[src/rtl/hc_pkg.sv]
// ----------------------------------------------------------------------------
// Huffman codec package
// Shared widths, function and result codes, controller states and the
// command/status bundles between controller and datapath.
// ----------------------------------------------------------------------------
package hc_pkg;

  localparam int SYM_BITS          = 8;
  localparam int FUNC_BITS         = 3;
  localparam int KIND_BITS         = 2;
  localparam int CODE_WORD_BITS    = 64;
  localparam int CODE_LEN_BITS     = 7;

  localparam int DEF_SYMBOLS       = 256;
  localparam int DEF_COUNT_BITS    = 32;
  localparam int DEF_MAX_CODE_BITS = 64;

  typedef enum logic [FUNC_BITS-1:0] {
    FN_CLEAR  = 3'd0,
    FN_COUNT  = 3'd1,
    FN_BUILD  = 3'd2,
    FN_ENCODE = 3'd3,
    FN_DECODE = 3'd4
  } func_t;

  typedef enum logic [KIND_BITS-1:0] {
    KIND_STATUS = 2'd0,
    KIND_CODE   = 2'd1,
    KIND_SYMBOL = 2'd2
  } kind_t;

  typedef enum logic [4:0] {
    OP_NONE,
    OP_CLEAR,
    OP_CNT_WR,
    OP_ENC_OUT,
    OP_DEC_SEL,
    OP_DEC_STEP,
    OP_B_INIT,
    OP_B_LRD,
    OP_B_LWR,
    OP_B_CHK,
    OP_S_CMP,
    OP_KILL_A,
    OP_KILL_B,
    OP_NEW,
    OP_D_INIT,
    OP_D_C0,
    OP_D_C1,
    OP_B_FIN,
    OP_B_OUT
  } dp_op_t;

  typedef enum logic [4:0] {
    ST_IDLE,
    ST_CLEAR,
    ST_CNT_RD,
    ST_CNT_WR,
    ST_ENC_RD,
    ST_ENC_OUT,
    ST_DEC_SEL,
    ST_DEC_STEP,
    ST_B_INIT,
    ST_B_LRD,
    ST_B_LWR,
    ST_B_CHK,
    ST_S_RD,
    ST_S_CMP,
    ST_KILL_A,
    ST_KILL_B,
    ST_NEW,
    ST_D_INIT,
    ST_D_RD,
    ST_D_C0,
    ST_D_C1,
    ST_B_FIN,
    ST_B_OUT
  } ctl_state_t;

  typedef struct packed {
    logic   take;
    logic   derive;
    dp_op_t op;
  } dp_cmd_t;

  typedef struct packed {
    logic out_free;
    logic load_last;
    logic few_leaves;
    logic scan_last;
    logic more_merges;
    logic drv_last;
    logic dec_ok;
    logic dec_leaf;
  } dp_stat_t;

endpackage

[src/rtl/hc_ctrl.sv]
// ----------------------------------------------------------------------------
// Huffman codec controller
// Sequences each item and the build (load, merge scans, code derivation).
// ----------------------------------------------------------------------------
module hc_ctrl (
  input  logic                         clk,
  input  logic                         rst,
  input  logic                         in_valid,
  output logic                         in_stall,
  input  logic [hc_pkg::FUNC_BITS-1:0] func,
  input  hc_pkg::dp_stat_t             stat,
  output hc_pkg::dp_cmd_t              cmd
);
  import hc_pkg::*;

  ctl_state_t state, state_next;

  always_ff @(posedge clk) begin
    if (rst) begin
      state <= ST_IDLE;
    end else begin
      state <= state_next;
    end
  end

  always_comb begin
    state_next = state;
    in_stall   = 1'b1;
    cmd.take   = 1'b0;
    cmd.derive = 1'b0;
    cmd.op     = OP_NONE;
    unique case (state)
      ST_IDLE: begin
        in_stall = 1'b0;
        if (in_valid) begin
          cmd.take = 1'b1;
          case (func_t'(func))
            FN_CLEAR:  state_next = ST_CLEAR;
            FN_COUNT:  state_next = ST_CNT_RD;
            FN_BUILD:  state_next = ST_B_INIT;
            FN_ENCODE: state_next = ST_ENC_RD;
            FN_DECODE: state_next = ST_DEC_SEL;
            default:   state_next = ST_IDLE;
          endcase
        end
      end
      ST_CLEAR: begin
        cmd.op     = OP_CLEAR;
        state_next = ST_IDLE;
      end
      ST_CNT_RD: state_next = ST_CNT_WR;
      ST_CNT_WR: begin
        cmd.op     = OP_CNT_WR;
        state_next = ST_IDLE;
      end
      ST_ENC_RD: state_next = ST_ENC_OUT;
      ST_ENC_OUT: begin
        if (stat.out_free) begin
          cmd.op     = OP_ENC_OUT;
          state_next = ST_IDLE;
        end
      end
      ST_DEC_SEL: begin
        if (stat.dec_ok) begin
          cmd.op     = OP_DEC_SEL;
          state_next = ST_DEC_STEP;
        end else begin
          state_next = ST_IDLE;
        end
      end
      ST_DEC_STEP: begin
        if (!stat.dec_leaf || stat.out_free) begin
          cmd.op     = OP_DEC_STEP;
          state_next = ST_IDLE;
        end
      end
      ST_B_INIT: begin
        cmd.op     = OP_B_INIT;
        state_next = ST_B_LRD;
      end
      ST_B_LRD: begin
        cmd.op     = OP_B_LRD;
        state_next = ST_B_LWR;
      end
      ST_B_LWR: begin
        cmd.op     = OP_B_LWR;
        state_next = stat.load_last ? ST_B_CHK : ST_B_LRD;
      end
      ST_B_CHK: begin
        cmd.op     = OP_B_CHK;
        state_next = stat.few_leaves ? ST_B_OUT : ST_S_RD;
      end
      ST_S_RD: state_next = ST_S_CMP;
      ST_S_CMP: begin
        cmd.op     = OP_S_CMP;
        state_next = stat.scan_last ? ST_KILL_A : ST_S_RD;
      end
      ST_KILL_A: begin
        cmd.op     = OP_KILL_A;
        state_next = ST_KILL_B;
      end
      ST_KILL_B: begin
        cmd.op     = OP_KILL_B;
        state_next = ST_NEW;
      end
      ST_NEW: begin
        cmd.op     = OP_NEW;
        state_next = stat.more_merges ? ST_S_RD : ST_D_INIT;
      end
      ST_D_INIT: begin
        cmd.op     = OP_D_INIT;
        state_next = ST_D_RD;
      end
      ST_D_RD: begin
        cmd.derive = 1'b1;
        state_next = ST_D_C0;
      end
      ST_D_C0: begin
        cmd.derive = 1'b1;
        cmd.op     = OP_D_C0;
        state_next = ST_D_C1;
      end
      ST_D_C1: begin
        cmd.derive = 1'b1;
        cmd.op     = OP_D_C1;
        state_next = stat.drv_last ? ST_B_FIN : ST_D_RD;
      end
      ST_B_FIN: begin
        cmd.op     = OP_B_FIN;
        state_next = ST_B_OUT;
      end
      ST_B_OUT: begin
        if (stat.out_free) begin
          cmd.op     = OP_B_OUT;
          state_next = ST_IDLE;
        end
      end
      default: state_next = ST_IDLE;
    endcase
  end

endmodule

[config.mk]
export PLATFORM = sky130hd
export DESIGN_NAME = hc_ctrl
export DESIGN_NICKNAME = d
export VERILOG_FILES = /design/src/rtl/hc_pkg.sv /design/src/rtl/hc_ctrl.sv
export SDC_FILE = /design/constraint.sdc
export NUM_CORES = 1
export LEC_CHECK = 0
export BUFFER_PORTS_ARGS = -buffer_cell sky130_fd_sc_hd__buf_2
export CORE_MARGIN = 2
export CORE_UTILIZATION = 52
export CTS_CLUSTER_DIAMETER = 30
export DETAILED_ROUTE_END_ITERATION = 8
export GPL_TIMING_DRIVEN = 1
export HOLD_SLACK_MARGIN = 0.02
export PLACE_DENSITY = 0.79
export SLEW_MARGIN = 15
export SYNTH_ARGS = -nofsm -noshare
export SYNTH_HDL_FRONTEND = slang
export SYNTH_SLANG_ARGS = --single-unit
[constraint.sdc]
create_clock -name clk -period 1.7 [get_ports clk]
set_input_delay 0.17 -clock clk [delete_from_list [all_inputs] [get_ports clk]]
set_output_delay 0.17 -clock clk [all_outputs]
set_load 0.03 [all_outputs]
======== Word level (Yosys, flattened, before mapping) ========
Index checks and enable logic that the tools add are counted.
word-level totals
  flip-flop bits (word level) ............. 5
  output and inout port bits .............. 8
operators by class
  equality and inequality tests ........... 29
  mux-type cells .......................... 20
  reductions and logical operators ........ 7
operators with widths
  cell                  count
  $pmux W5 S20          1
  $pmux W5 S18          1
  $eq A5 B4 Y1 const B  8
  $eq A5 B5 Y1 const B  7
  $mux W5               6
  $eq A5 B3 Y1 const B  4
  $pmux W4 S5           1
  $mux W3               4
  $eq A5 B2 Y1 const B  2
  $eq A3 B2 Y1 const B  2
  $mux W2               3
  $eq A5 B1 Y1 const B  1
  $logic_not A5 Y1      1
  $mux W1               4
  $ne A2 B2 Y1 const B  2
  $eq A3 B1 Y1 const B  1
  $eq A3 B3 Y1 const B  1
  $logic_not A3 Y1      1
  $reduce_and A3 Y1     1
  $reduce_or A3 Y1      1
  $ne A2 B1 Y1 const B  1
  $reduce_or A2 Y1      1
  $logic_not A1 Y1      1
  $logic_or A1 B1 Y1    1

======== Logic depth before layout (Yosys ltp) ========
  depth in word-level cells ............... 4
  mapped depth ............................ 7
  mapped depth without buffers ............ 5

======== Worst setup path after synthesis ========
No wires, ideal clock.
  kind .................................... reg-to-output
  from .................................... register state[1]
  to ...................................... output cmd[5] in the netlist's numbering
  cell stages (with the launch flop) ...... 7
  arrival ................................. 1,645 ps
  setup slack ............................. -115 ps
  cells stage by stage .................... dfxtp_1 buf_2 buf_2 buf_2 nor3_1 a21oi_1 nor3_1
RTL lines
  element                 line           text
  start, declared         hc_ctrl.sv:16  ctl_state_t state, state_next;
  start signal, assigned  hc_ctrl.sv:22  state <= state_next;
  end, declared           hc_ctrl.sv:12  output hc_pkg::dp_cmd_t cmd

==> reports/qor.txt <==
Regs by FF count - state x5
CTS Buffer Depth - 2
First-pass GRT wire length - 5420 microns
GRT overflow - 0
Core box area - 1510 sq um
Delay-heaviest family, CP - compound AO/OA/AOI/OAI gates
Failing checks - setup timing
Sw Ratio - 49.4%
Comb pwr share - 72.9%
EDFF count, synth - 0
Outcome - finished with violations
# DRC - 0
Initial core utilization - 56.1%
Wire per inst - 21.1 microns
GPL Wtd Cong - 0.965
Pwr/cell area - 925 nW/um^2
Fin Clk Skew - 0.0107 ns
Register Area - 119 sq um
Worst Hold Launch - rst
CP cell instances - buf_4 > xor2_2 > nand2_1 > o31ai_2 > a22oi_1 > o22ai_2 > buf_6
Relative slew slack - 70.1%
Setup ws final - -0.0429 ns
Ratio of cells with drive above 1 in the final layout - 48.5%
Rows - 14
Die height - 44.3 microns
Hold Fails Final Rpt - 0
Initial antenna violation count - 0
Fill count - 70
Crit end category - primary output
Crit path from - state[2]
Ys flop type - dfxtp_1
Placement-stage cell area - 1090 sq um
Pint - 618 uW
Clk slew on worst S/H paths - 0.05 ns
Worst hold stages - 2
CP arrival - 1.57 ns
Post-Place Setup Slack - -0.00685 ns
# setup viols final - 3
Crit path buffers/inverters - 2
Starting DRC count in detailed routing - 81
Critical Path Max Stage Delay - 0.37 ns
Avg Inst Size Synth - 6.70 sq um
Most common cell after layout, fill and taps aside - buf_4
CTS tree - built
Max-slew violation count - 0
Hold WS - 0.166 ns
Area of the multi-input gates - 787 sq um
Final HPWL DP - 2060 microns
Drt pass-1 iters - 4
Min Clock Period, post-route - 1.74 ns
FFs w/ async S/R, synth - 0%
Post-Syn Nets - 140
Fin crit share - 103%
Largest register FFs - 5
Least-Margin Pin Slew - 0.448 ns
Sequential Power Share - 15.2%
Yosys warns - 0
R2r worst-path depth - 8
Drt via density - 7.13
Antenna cells - 0
Power share of the clock group - 11.8%
Setup Crit Path Kind - flop to primary output
Area growth, synth to finish - 56.3%
Largest net degree at the start of global routing - 17
Psw - 603 uW
Type of origin of the critical path - flop
Clock root buffer - clkbuf_4
Sequential fraction of the synthesis area - 11.9%
Fin area - 1320 sq um
Overall power - 1220 uW
Synth cell types - 43
Commonest cells after routing, fill and taps aside - 20 x buf_4, 17 x buf_2, 16 x nand2_1
Largest register by flop count - state
FF-to-FF Start - state[1]
Leakage Power - 0.000568 uW
Slowest-stage cell, CP - dfxtp_4
Total number of vias - 1305
WP depth - 7
Max cap viols - 0
Number of buffers added on ports - 21
RSZ-0062 raised after global routing - true
Post-Syn Instances - 126
DRT antenna net count - 0
Class of the worst hold path - input pin to flop
Count of state elements after synthesis - 5
CTS buffer count - 3
I/O pin total - 22
H-tree depth - 1
Die area - 1960 sq um
Maximum fanout along the worst path - 8
GRT Total Usage - 36.4%
Clock sinks - 5
Drt total wl - 3860 microns
Worst-Skew Late Latency - 0.25 ns
Required time of the worst setup path - 1.53 ns
Die Width - 44.3 microns
Mapped Area - 845 sq um
Max IR drop VDD - 0.000987 V
FMAX - 0.574 GHz
Vias in the first global route - 1120
Nets - 182
==> cells by family (layout without fill, tap and decap cells) <==
logic type | count (synthesis) | in the layout | synth area share [%]
AOI/OAI and AO/OA | 46 | 46 | 40.6
xor gates and xnor gates | 3 | 3 | 3.11
buffers and inverters | 13 | 54 | 6.96
DFF | 5 | 5 | 11.9
and+or+nand+nor | 59 | 59 | 37.5
==> power groups by stage <==
stage	registers, uW	clock network (uW)	logic (uW)
after detailed placement	186	0	663
after global placement	185	0	650
after global routing	185	147	940
final	186	144	891
after CTS	182	138	747
after floorplan	151	0	462
==> cell usage after synthesis (2+ instances only) <==
master	count	share of area, %
nand2_1	17	7.6
nor3_1	6	3.6
nor2b_1	9	6.7
a21o_1	2	1.8
o21bai_1	3	2.7
nor2_1	10	4.4
buf_2	8	4.7
nand2b_1	4	3.0
inv_1	2	0.89
clkbuf_1	2	0.89
dfxtp_1	5	12
o31ai_1	2	1.8
a22oi_1	2	1.8
a21oi_1	9	5.3
a31oi_1	2	1.5
o211ai_1	2	1.8
and3b_1	3	3.1
a32oi_1	3	3.1
o2111ai_1	2	2.1
o21ai_0	5	3.0
o22ai_1	5	3.7
xnor2_1	2	2.1
==> metal layers <==
metal	routed length, microns	track usage [%]	vias up
met2	1850	56.8	114
met5	0	0	-
met4	206	12.7	0
met3	413	6.12	24
met1	1390	50.6	607
li1	-	-	560
==> timing repair <==
item / CTS / global route
endpoints found under the setup margin: 7 / 12
pin swaps: 4 / 7
gates resized for setup: 21 / 26
hold buffers: 0 / 0
buffers inserted: 5 / 3
==> final timing paths <==
check	end	slack (ns)
min reg2reg	state[4]	0.67
min	state[0]	0.17
max reg2reg	state[1]	0.01
max	cmd[0]	-0.04
==> per-stage QoR <==
stage / instances / utilization [%] / TNS (ns)
2_1_floorplan: 126 / - / -0.00509
3_3_place_gp: 171 / 72.2 / 0
3_5_place_dp: 171 / 72.2 / -0.00685
4_1_cts: 180 / 80.1 / 0
5_1_grt: 183 / 87.6 / -0.316
6_report: 183 / 87.6 / -0.0820
==> cell type report <==
type,count,area share (%)
Tap cell,16,1.52
Multi-Input combinational cell,108,59.6
Timing Repair Buffer,47,27.0
Sequential cell,5,9.00
Clock buffer,4,1.99
Inverter,3,0.853
(Power assumes the default switching activity.)
